File: src/hw/rtl/kecu_pkg.sv
package kecu_pkg;

    // ascii codes of the sequence
    localparam logic [7:0] ASC_ESC   = 8'h1B;
    localparam logic [7:0] ASC_LBR   = 8'h5B;
    localparam logic [7:0] ASC_SEMI  = 8'h3B;
    localparam logic [7:0] ASC_COLON = 8'h3A;
    localparam logic [7:0] ASC_U     = 8'h75;
    localparam logic [7:0] ASC_ZERO  = 8'h30;

    // event code of a plain press
    localparam logic [1:0] EVT_PRESS = 2'd1;

    // configuration register indexes
    localparam logic [1:0] CFG_ENABLE    = 2'd0;
    localparam logic [1:0] CFG_EVENTS    = 2'd1;
    localparam logic [1:0] CFG_ALTERNATE = 2'd2;
    localparam logic [1:0] CFG_TEXT      = 2'd3;

    localparam int KEY_W    = 21;
    localparam int DIGITS   = 7;
    localparam int NUMS     = 8;
    localparam int BITS_CYC = 3;
    localparam int CONV_CYC = KEY_W / BITS_CYC;

    // number slots inside a job
    localparam logic [2:0] NUM_KEY  = 3'd0;
    localparam logic [2:0] NUM_SHK  = 3'd1;
    localparam logic [2:0] NUM_BSK  = 3'd2;
    localparam logic [2:0] NUM_MODS = 3'd3;
    localparam logic [2:0] NUM_TXT0 = 3'd4;

    typedef logic [DIGITS-1:0][3:0] t_bcd;

    typedef struct packed {
        t_bcd [NUMS-1:0] num;
        logic [1:0]      evt;
        logic            has_shk;
        logic            has_bsk;
        logic            has_evt;
        logic            has_txt;
        logic            mods_grp;
        logic [3:0]      tlen;
    } t_job;

    typedef struct packed {
        logic enable;
        logic events;
        logic alternate;
        logic text;
    } t_cfg;

    typedef enum logic [1:0] {F_IDLE, F_CONV, F_PUSH} t_fstate;

    typedef enum logic [3:0] {
        B_ESC, B_LBR, B_NUM, B_C1, B_C2, B_SEMI1, B_C3, B_EVT, B_SEMI2, B_TC, B_U
    } t_bstate;

    // one shift-add-3 step of binary to bcd conversion
    function automatic t_bcd dabble_step(input t_bcd bcd, input logic b);
        t_bcd                  t;
        logic [DIGITS*4-1:0]   v;
        t = bcd;
        for (int d = 0; d < DIGITS; d++) begin
            if (t[d] >= 4'd5) begin
                t[d] = t[d] + 4'd3;
            end
        end
        v = t;
        return t_bcd'({v[DIGITS*4-2:0], b});
    endfunction

    // position of the most significant nonzero digit, zero if none
    function automatic logic [2:0] top_digit(input t_bcd bcd);
        logic [2:0] p;
        p = 3'd0;
        for (int d = 0; d < DIGITS; d++) begin
            if (bcd[d] != 4'd0) begin
                p = 3'(d);
            end
        end
        return p;
    endfunction

endpackage

File: src/hw/rtl/kecu_front.sv
module kecu_front #(
    parameter int MAX_TEXT_BYTES = 4
) (
    input  logic                 i_clk,
    input  logic                 i_rst_n,
    input  logic                 i_valid,
    output logic                 o_ready,
    input  logic [20:0]          i_key,
    input  logic [20:0]          i_shift_key,
    input  logic [20:0]          i_base,
    input  logic [7:0]           i_modifiers,
    input  logic [1:0]           i_evt,
    input  logic [2:0]           i_text_len,
    input  logic [31:0]          i_text_bytes,
    input  kecu_pkg::t_cfg       i_cfg,
    output logic                 o_push,
    output kecu_pkg::t_job       o_job,
    input  logic                 i_full
);

    kecu_pkg::t_fstate r_state, n_state;
    logic [2:0]        r_cnt;
    logic [kecu_pkg::NUMS-1:0][kecu_pkg::KEY_W-1:0] r_bin;
    kecu_pkg::t_job    r_job;
    logic              accept;
    logic [7:0]        mods;
    logic [3:0]        tlen;

    assign o_ready = (r_state == kecu_pkg::F_IDLE);
    assign accept  = i_valid && o_ready;
    assign o_push  = (r_state == kecu_pkg::F_PUSH) && !i_full;
    assign o_job   = r_job;

    assign mods = i_modifiers + 8'd1;
    assign tlen = ({1'b0, i_text_len} > 4'(MAX_TEXT_BYTES)) ? 4'(MAX_TEXT_BYTES)
                                                            : {1'b0, i_text_len};

    // control sequence
    always_comb begin
        n_state = r_state;
        case (r_state)
            kecu_pkg::F_IDLE: if (accept && i_cfg.enable) n_state = kecu_pkg::F_CONV;
            kecu_pkg::F_CONV: if (r_cnt == 3'(kecu_pkg::CONV_CYC - 1)) n_state = kecu_pkg::F_PUSH;
            kecu_pkg::F_PUSH: if (!i_full) n_state = kecu_pkg::F_IDLE;
            default:          n_state = kecu_pkg::F_IDLE;
        endcase
    end

    always_ff @(posedge i_clk) begin
        if (!i_rst_n) begin
            r_state <= kecu_pkg::F_IDLE;
            r_cnt   <= 3'd0;
        end else begin
            r_state <= n_state;
            if (r_state == kecu_pkg::F_CONV) begin
                r_cnt <= r_cnt + 3'd1;
            end else begin
                r_cnt <= 3'd0;
            end
        end
    end

    // capture the event, then convert every number three bits a cycle
    always_ff @(posedge i_clk) begin
        if (accept) begin
            r_bin[0] <= i_key;
            r_bin[1] <= i_shift_key;
            r_bin[2] <= i_base;
            r_bin[3] <= {13'd0, mods};
            for (int k = 0; k < 4; k++) begin
                r_bin[4+k] <= {13'd0, i_text_bytes[8*k +: 8]};
            end
            r_job.num      <= '0;
            r_job.evt      <= i_evt;
            r_job.has_shk  <= i_cfg.alternate && (i_shift_key != 21'd0);
            r_job.has_bsk  <= i_cfg.alternate && (i_base != 21'd0);
            r_job.has_evt  <= i_cfg.events && (i_evt != kecu_pkg::EVT_PRESS);
            r_job.has_txt  <= i_cfg.text && (tlen != 4'd0);
            r_job.mods_grp <= (mods > 8'd1)
                              || (i_cfg.events && (i_evt != kecu_pkg::EVT_PRESS))
                              || (i_cfg.text && (tlen != 4'd0));
            r_job.tlen     <= tlen;
        end else if (r_state == kecu_pkg::F_CONV) begin
            for (int k = 0; k < kecu_pkg::NUMS; k++) begin
                r_job.num[k] <= kecu_pkg::dabble_step(
                    kecu_pkg::dabble_step(
                        kecu_pkg::dabble_step(r_job.num[k], r_bin[k][20]),
                        r_bin[k][19]),
                    r_bin[k][18]);
                r_bin[k] <= {r_bin[k][17:0], 3'd0};
            end
        end
    end

endmodule

File: src/hw/rtl/kecu_fifo.sv
module kecu_fifo (
    input  logic           i_clk,
    input  logic           i_rst_n,
    input  logic           i_push,
    input  kecu_pkg::t_job i_job,
    output logic           o_full,
    input  logic           i_pop,
    output logic           o_valid,
    output kecu_pkg::t_job o_job
);

    kecu_pkg::t_job r_mem [2];
    logic           r_wp, r_rp;
    logic [1:0]     r_cnt;

    assign o_full  = (r_cnt == 2'd2);
    assign o_valid = (r_cnt != 2'd0);
    assign o_job   = r_mem[r_rp];

    // two entry job queue
    always_ff @(posedge i_clk) begin
        if (!i_rst_n) begin
            r_wp  <= 1'b0;
            r_rp  <= 1'b0;
            r_cnt <= 2'd0;
        end else begin
            if (i_push) r_wp <= ~r_wp;
            if (i_pop)  r_rp <= ~r_rp;
            r_cnt <= r_cnt + {1'b0, i_push} - {1'b0, i_pop};
        end
    end

    always_ff @(posedge i_clk) begin
        if (i_push) begin
            r_mem[r_wp] <= i_job;
        end
    end

endmodule

File: src/hw/rtl/kecu_back.sv
module kecu_back (
    input  logic           i_clk,
    input  logic           i_rst_n,
    input  logic           i_valid,
    input  kecu_pkg::t_job i_job,
    output logic           o_pop,
    output logic           o_tvalid,
    input  logic           i_tready,
    output logic [7:0]     o_byte,
    output logic           o_last
);

    kecu_pkg::t_bstate r_state, n_state;
    logic [2:0] r_sel, n_sel;
    logic [2:0] r_pos, n_pos;
    logic       r_zero, n_zero;
    logic [2:0] r_ti, n_ti;
    logic       r_ovalid;
    logic [7:0] r_obyte, n_byte;
    logic       r_olast, n_last;
    logic       emit;
    logic [3:0] digit;
    logic [3:0] ti_next;

    assign emit     = i_valid && (!r_ovalid || i_tready);
    assign o_tvalid = r_ovalid;
    assign o_byte   = r_obyte;
    assign o_last   = r_olast;
    assign o_pop    = emit && (r_state == kecu_pkg::B_U);
    assign digit    = r_zero ? 4'd0 : i_job.num[r_sel][r_pos];
    assign ti_next  = {1'b0, r_ti} + 4'd1;

    // byte sequencer
    always_comb begin
        n_state = r_state;
        n_sel   = r_sel;
        n_pos   = r_pos;
        n_zero  = r_zero;
        n_ti    = r_ti;
        n_byte  = kecu_pkg::ASC_U;
        n_last  = 1'b0;
        case (r_state)
            kecu_pkg::B_ESC: begin
                n_byte  = kecu_pkg::ASC_ESC;
                n_state = kecu_pkg::B_LBR;
            end
            kecu_pkg::B_LBR: begin
                n_byte  = kecu_pkg::ASC_LBR;
                n_state = kecu_pkg::B_NUM;
                n_sel   = kecu_pkg::NUM_KEY;
                n_zero  = 1'b0;
                n_pos   = kecu_pkg::top_digit(i_job.num[kecu_pkg::NUM_KEY]);
            end
            kecu_pkg::B_NUM: begin
                n_byte = kecu_pkg::ASC_ZERO | {4'd0, digit};
                if (r_pos != 3'd0) begin
                    n_pos = r_pos - 3'd1;
                end else if (r_sel == kecu_pkg::NUM_KEY) begin
                    if (i_job.has_shk || i_job.has_bsk) n_state = kecu_pkg::B_C1;
                    else if (i_job.mods_grp)            n_state = kecu_pkg::B_SEMI1;
                    else                                n_state = kecu_pkg::B_U;
                end else if (r_sel == kecu_pkg::NUM_SHK) begin
                    if (i_job.has_bsk)       n_state = kecu_pkg::B_C2;
                    else if (i_job.mods_grp) n_state = kecu_pkg::B_SEMI1;
                    else                     n_state = kecu_pkg::B_U;
                end else if (r_sel == kecu_pkg::NUM_BSK) begin
                    if (i_job.mods_grp) n_state = kecu_pkg::B_SEMI1;
                    else                n_state = kecu_pkg::B_U;
                end else if (r_sel == kecu_pkg::NUM_MODS) begin
                    if (i_job.has_evt)      n_state = kecu_pkg::B_C3;
                    else if (i_job.has_txt) n_state = kecu_pkg::B_SEMI2;
                    else                    n_state = kecu_pkg::B_U;
                end else begin
                    if (ti_next < i_job.tlen) begin
                        n_state = kecu_pkg::B_TC;
                        n_ti    = ti_next[2:0];
                    end else begin
                        n_state = kecu_pkg::B_U;
                    end
                end
            end
            kecu_pkg::B_C1: begin
                n_byte = kecu_pkg::ASC_COLON;
                if (i_job.has_shk) begin
                    n_state = kecu_pkg::B_NUM;
                    n_sel   = kecu_pkg::NUM_SHK;
                    n_zero  = 1'b0;
                    n_pos   = kecu_pkg::top_digit(i_job.num[kecu_pkg::NUM_SHK]);
                end else begin
                    n_state = kecu_pkg::B_C2;
                end
            end
            kecu_pkg::B_C2: begin
                n_byte  = kecu_pkg::ASC_COLON;
                n_state = kecu_pkg::B_NUM;
                n_sel   = kecu_pkg::NUM_BSK;
                n_zero  = 1'b0;
                n_pos   = kecu_pkg::top_digit(i_job.num[kecu_pkg::NUM_BSK]);
            end
            kecu_pkg::B_SEMI1: begin
                n_byte  = kecu_pkg::ASC_SEMI;
                n_state = kecu_pkg::B_NUM;
                n_sel   = kecu_pkg::NUM_MODS;
                n_zero  = 1'b0;
                n_pos   = kecu_pkg::top_digit(i_job.num[kecu_pkg::NUM_MODS]);
            end
            kecu_pkg::B_C3: begin
                n_byte  = kecu_pkg::ASC_COLON;
                n_state = kecu_pkg::B_EVT;
            end
            kecu_pkg::B_EVT: begin
                n_byte = kecu_pkg::ASC_ZERO | {6'd0, i_job.evt};
                if (i_job.has_txt) n_state = kecu_pkg::B_SEMI2;
                else               n_state = kecu_pkg::B_U;
            end
            kecu_pkg::B_SEMI2: begin
                n_byte  = kecu_pkg::ASC_SEMI;
                n_state = kecu_pkg::B_NUM;
                n_ti    = 3'd0;
                n_sel   = kecu_pkg::NUM_TXT0;
                n_zero  = 1'b0;
                n_pos   = kecu_pkg::top_digit(i_job.num[kecu_pkg::NUM_TXT0]);
            end
            kecu_pkg::B_TC: begin
                // text bytes past the fourth read as zero
                n_byte  = kecu_pkg::ASC_COLON;
                n_state = kecu_pkg::B_NUM;
                n_zero  = r_ti[2];
                n_sel   = r_ti[2] ? kecu_pkg::NUM_TXT0 : {1'b1, r_ti[1:0]};
                n_pos   = r_ti[2] ? 3'd0
                                  : kecu_pkg::top_digit(i_job.num[{1'b1, r_ti[1:0]}]);
            end
            kecu_pkg::B_U: begin
                n_byte  = kecu_pkg::ASC_U;
                n_last  = 1'b1;
                n_state = kecu_pkg::B_ESC;
            end
            default: n_state = kecu_pkg::B_ESC;
        endcase
    end

    always_ff @(posedge i_clk) begin
        if (!i_rst_n) begin
            r_state  <= kecu_pkg::B_ESC;
            r_sel    <= 3'd0;
            r_pos    <= 3'd0;
            r_zero   <= 1'b0;
            r_ti     <= 3'd0;
            r_ovalid <= 1'b0;
        end else begin
            if (emit) begin
                r_state  <= n_state;
                r_sel    <= n_sel;
                r_pos    <= n_pos;
                r_zero   <= n_zero;
                r_ti     <= n_ti;
                r_ovalid <= 1'b1;
            end else if (i_tready) begin
                r_ovalid <= 1'b0;
            end
        end
    end

    // output register
    always_ff @(posedge i_clk) begin
        if (emit) begin
            r_obyte <= n_byte;
            r_olast <= n_last;
        end
    end

endmodule

File: src/hw/rtl/key_event_csi_u_encoder_unit.sv
// channel  | direction | payload
// s_axis   | in        | tdata: key, shifted key, base key, modifiers, event kind,
//          |           |        text length, text bytes
// m_axis   | out       | tdata: out_byte; tlast: last_byte
// cfg      | in        | we, addr (register index), wdata
//
// the front takes a new event only after the last one is queued: capture, the conversion
// state of the binary to bcd shifters (3 bits a cycle), then the push into the queue.
// the back sends one byte a cycle while m_axis is ready, from a two entry job queue, 4 to 48 per event.
// reset is synchronous and clears all control state and the configuration.
// m_axis stalls freeze the back only; the front keeps converting until the queue fills.
module key_event_csi_u_encoder_unit #(
    parameter int MAX_TEXT_BYTES = 4
) (
    input  logic         i_clk,
    input  logic         i_rst_n,
    input  logic         s_axis_tvalid,
    output logic         s_axis_tready,
    // key, shifted key, base key, modifiers, event kind, text length, text bytes
    input  logic [111:0] s_axis_tdata,
    output logic         m_axis_tvalid,
    input  logic         m_axis_tready,
    // out_byte
    output logic [7:0]   m_axis_tdata,
    output logic         m_axis_tlast,
    input  logic         i_cfg_we,
    input  logic [1:0]   i_cfg_addr,
    input  logic [0:0]   i_cfg_wdata
);

    kecu_pkg::t_cfg r_cfg;
    kecu_pkg::t_job push_job, head_job;
    logic           push, pop, full, head_valid;

    // configuration registers
    always_ff @(posedge i_clk) begin
        if (!i_rst_n) begin
            r_cfg <= '0;
        end else if (i_cfg_we) begin
            case (i_cfg_addr)
                kecu_pkg::CFG_ENABLE:    r_cfg.enable    <= i_cfg_wdata[0];
                kecu_pkg::CFG_EVENTS:    r_cfg.events    <= i_cfg_wdata[0];
                kecu_pkg::CFG_ALTERNATE: r_cfg.alternate <= i_cfg_wdata[0];
                kecu_pkg::CFG_TEXT:      r_cfg.text      <= i_cfg_wdata[0];
                default:                 r_cfg           <= r_cfg;
            endcase
        end
    end

    kecu_front #(.MAX_TEXT_BYTES(MAX_TEXT_BYTES)) u_front (
        .i_clk        (i_clk),
        .i_rst_n      (i_rst_n),
        .i_valid      (s_axis_tvalid),
        .o_ready      (s_axis_tready),
        .i_key        (s_axis_tdata[20:0]),
        .i_shift_key  (s_axis_tdata[41:21]),
        .i_base       (s_axis_tdata[62:42]),
        .i_modifiers  (s_axis_tdata[70:63]),
        .i_evt        (s_axis_tdata[72:71]),
        .i_text_len   (s_axis_tdata[75:73]),
        .i_text_bytes (s_axis_tdata[107:76]),
        .i_cfg        (r_cfg),
        .o_push       (push),
        .o_job        (push_job),
        .i_full       (full)
    );

    kecu_fifo u_fifo (
        .i_clk  (i_clk),
        .i_rst_n(i_rst_n),
        .i_push (push),
        .i_job  (push_job),
        .o_full (full),
        .i_pop  (pop),
        .o_valid(head_valid),
        .o_job  (head_job)
    );

    kecu_back u_back (
        .i_clk   (i_clk),
        .i_rst_n (i_rst_n),
        .i_valid (head_valid),
        .i_job   (head_job),
        .o_pop   (pop),
        .o_tvalid(m_axis_tvalid),
        .i_tready(m_axis_tready),
        .o_byte  (m_axis_tdata),
        .o_last  (m_axis_tlast)
    );

endmodule

File: config.mk
export PLATFORM = sky130hd
export DESIGN_NAME = key_event_csi_u_encoder_unit
export DESIGN_NICKNAME = d
export VERILOG_FILES = /design/src/hw/rtl/kecu_pkg.sv /design/src/hw/rtl/kecu_front.sv /design/src/hw/rtl/kecu_fifo.sv /design/src/hw/rtl/kecu_back.sv /design/src/hw/rtl/key_event_csi_u_encoder_unit.sv
export SDC_FILE = /design/constraint.sdc
export NUM_CORES = 2
export LEC_CHECK = 0
export BUFFER_PORTS_ARGS = -buffer_cell sky130_fd_sc_hd__buf_2
export CAP_MARGIN = 20
export CORE_UTILIZATION = 40
export CTS_CLUSTER_SIZE = 8
export DETAILED_ROUTE_END_ITERATION = 10
export PLACE_DENSITY = 0.54
export SETUP_SLACK_MARGIN = 0.1
export SYNTH_ARGS = -nofsm -noshare
export SYNTH_HDL_FRONTEND = slang
export SYNTH_SLANG_ARGS = --single-unit
File: constraint.sdc
create_clock -name i_clk -period 16.9 [get_ports i_clk]
set_clock_uncertainty 0.2 [all_clocks]
set_input_delay 0 -clock i_clk [delete_from_list [all_inputs] [get_ports i_clk]]
set_output_delay 0 -clock i_clk [all_outputs]
set_load 0.05 [all_outputs]
==> flow_metrics.py <==
metrics = {
    "critical_path": {
        "criticalPathCategory": "register to register",
        "path_common_cell": "buf_4",
        "ff2ff_setup_slack_ps": 12190,
        "slowest_delay_ps": 760,
        "setup.worst_path.start_class": "register",
        "critPathSlowestCell": "buf_4",
        "crit_family": "buffers and inverters",
        "cp.arrival_ps": 4970,
        "worstPathBufferInverterCount": 2,
        "endpoint_kind": "register",
        "required_ps": 17160,
        "cp.depth": 9,
        "worst-path-max-fanout": 50,
        "path_cells": "buf_4 > buf_4 > mux4_2 > mux2i_1 > nand2_1 > nand3_1 > o21ai_0 > nor4_1 > o21ai_1",
        "rr_worst_depth": 9,
    },
    "sta": {
        "setup_ws_ps": 12190,
        "finalCritPeriodShare_pct": 27.9,
        "maxSlewViolCount": 0,
        "timing.fmax_mhz": 212,
        "final.setup.tns_ps": 0,
        "timing.final.hold_violations": 0,
        "rsz0062_at_grt": "false",
        "finalSetupViolations": 0,
        "min_period_ps": 4710,
        "slew_headroom_pct": 29.6,
        "worst_pin_slew_ps": 1060,
    },
    "layout": {
        "final_cell_mix": "edfxtp_1 (588), a21oi_1 (371), o21ai_0 (345)",
        "final_layout_size_suffix_gt1_share_pct": 10.5,
        "fillers": 11900,
        "layout_commonest_cell": "edfxtp_1",
        "fin_nets": 5715,
        "regArea_um2": 24000,
        "syn_to_final_growth_pct": 17.0,
        "multi_input_area_um2": 26200,
    },
    "logic_synthesis": {
        "syn_nets": 5343,
        "syn_area_per_cell_um2": 10.5,
        "synthFlopType": "edfxtp_1",
        "async_reset_ff_share_pct": 0,
        "synth_area_leader_cell": "edfxtp_1",
        "synth_cell_type_count": 99,
        "ys_warn_count": 0,
        "ys_top_cells_by_area": "edfxtp_1 (34%), dfxtp_1 (12%), ha_1 (6.4%), mux4_2 (4.7%), a21oi_1 (3.6%)",
        "yosysTopAreaCellShare_pct": 33.9,
        "synthCells": 4956,
        "synth-seq-area-share_pct": 46.1,
        "synth_area_um2": 52100,
        "synth-edff-count": 588,
        "synth-seq-cells": 906,
    },
    "floorplan": {
        "ios": 131,
        "die-area_um2": 132000,
        "die_h_um": 363,
        "rows": 132,
        "start_util_pct": 40.3,
        "core_um2": 129000,
        "die_w_um": 363,
    },
    "clocking": {
        "clk_latency_ps": 740,
        "clockBufferDepth": 3,
        "cts_sinks": 906,
        "cts_tree": "built",
        "cts_buffers": 132,
        "htree_levels": 4,
        "cts-root-buf": "clkbuf_16",
        "cts_setup_buffers": 0,
        "cts.clk_slew.worst_paths_ps": 50,
    },
    "route": {
        "drt-total-wl_mm": 139,
        "drtIter0Drc": 2805,
        "viasPerCell": 5.58,
        "antenna_left": 0,
        "route.met3.wl_mm": 7.75,
        "wl_met1_mm": 62.6,
        "drc_errors": 0,
        "drt_first_pass_iters": 6,
        "met2WireLength_mm": 63.9,
        "maxUsedRoutingLayer": "met5",
        "vias": 40100,
        "wl_per_cell_um": 19.4,
    },
    "global_route": {
        "grt_max_degree": 153,
        "overflow": 0,
        "grt_pass1_wl_mm": 217,
        "grt_pass1_vias": 38600,
        "gr-usage-all-layers_pct": 20.9,
        "grt_antenna_before_repair": 4,
    },
    "pwr": {
        "p_comb_share_pct": 3.4,
        "p_clk_share_pct": 49.5,
        "sequentialPowerShare_pct": 47.1,
        "power_leakage_nw": 22.1,
        "powerDensity_nw_per_um2": 82.6,
        "power.share.switching_pct": 21.6,
        "vdd_ir_drop_max_mv": 0.0831,
        "switchingPower_mw": 1.09,
        "p_int_mw": 3.95,
    },
    "flow_run": {
        "max_cap_viol_count": 0,
    },
    "status": {
        "status": "completed",
    },
    "worst_hold_path": {
        "min_path_type": "primary input to register",
        "whs_path_depth": 4,
    },
    "placed_design": {
        "gp_congestion": 0.858,
        "pre_cts_ws_ps": 12200,
        "dp_hpwl_mm": 92.0,
        "port_buffers": 124,
    },
}
## metrics by stage
step                util (%)  instances  cell area (um2)  hold slack [ps]  power [mW]
global placement        42.1       6672            54500            -6.18        2.54
global route            47.1       7177            61000              113        5.21
floorplan                  -       4956            52100             -101        2.49
detailed placement      42.1       6672            54500            -1.19        2.54
CTS                     47.1       7176            61000             72.9        5.10
finish                  47.1       7178            61000              130        5.04
## timing repair
item                                   CTS  global route
hold buffers                           264             0
resized for setup                        0             0
endpoints found under the hold margin  142             0
## routing by layer
metal	up-vias	global-route usage, %
met5	-	0
met4	2	8.51
met3	264	3.88
met2	1023	33.9
met1	19200	27.5
li1	19600	-
## synth_stat cells (48+ instances only)
library cell	count
a211oi_1	50
nand3_1	75
a22o_1	156
mux2_2	60
ha_1	267
nor3b_1	76
xnor2_1	127
nand2_1	335
nand2b_1	156
a21oi_1	371
mux2i_1	167
inv_1	304
nor2_1	245
edfxtp_1	588
clkbuf_1	121
o21ai_0	345
nor3_1	106
dfxtp_1	318
mux4_2	108
nor4_1	48
and3_1	49
## registers in the layout (all words and copies together), names as in the netlist, named ones only
name	cells
u_fifo.r_mem	468
u_front.o_job	234
u_front.r_bin	168
u_back.o_byte	6
r_cfg	4
u_back.r_state	4
u_back.r_pos	3
u_back.r_sel	3
u_back.r_ti	3
u_front.r_cnt	3
u_fifo.r_cnt	2
u_front.r_state	2
u_back.o_last	1
u_back.o_tvalid	1
u_back.r_zero	1
u_fifo.r_rp	1
u_fifo.r_wp	1
## cell type report
class / instances / area share [%]
antenna: 2 / 0.00820
clock inverter: 10 / 0.205
inverter: 308 / 1.91
multi-input combinational: 3561 / 42.9
timing repair buffer: 419 / 5.81
tap: 1742 / 3.57
clock buffer: 230 / 6.19
sequential: 906 / 39.4
## cells by family after synthesis
group | share of synthesized area (%)
adder cells (fa/ha/maj) | 6.41
buffers and inverters | 3.79
XOR/XNOR | 2.53
AND/OR/NAND/NOR | 12.8
multiplexers | 9.27
flip-flops | 46.1
AO/OA/AOI/OAI | 19.1
other | 0.0144
## worst paths after layout
kind / from / endpoint
worst max-delay path: u_back.r_sel[0] / u_back.o_byte[3]
worst min-delay path: s_axis_tdata[71] / u_front.o_job[6]
worst max register to register: u_back.r_sel[0] / u_back.o_byte[3]
worst min register to register: u_front.r_bin[39] / u_front.o_job[39]
## worst min-delay path: cells and delay by family
family          cells  cell delay (ps)
buf+inv             3              800
compound gates      1               80
## power by group through the flow
stage	registers (mW)	clock network [mW]	logic [mW]
6_report	2.38	2.50	0.169
5_1_grt	2.38	2.65	0.183
4_1_cts	2.37	2.56	0.165
3_5_place_dp	2.42	0	0.119
3_3_place_gp	2.42	0	0.117
2_1_floorplan	2.42	0	0.0719
No activity file was read; power rests on OpenSTA's default activity.
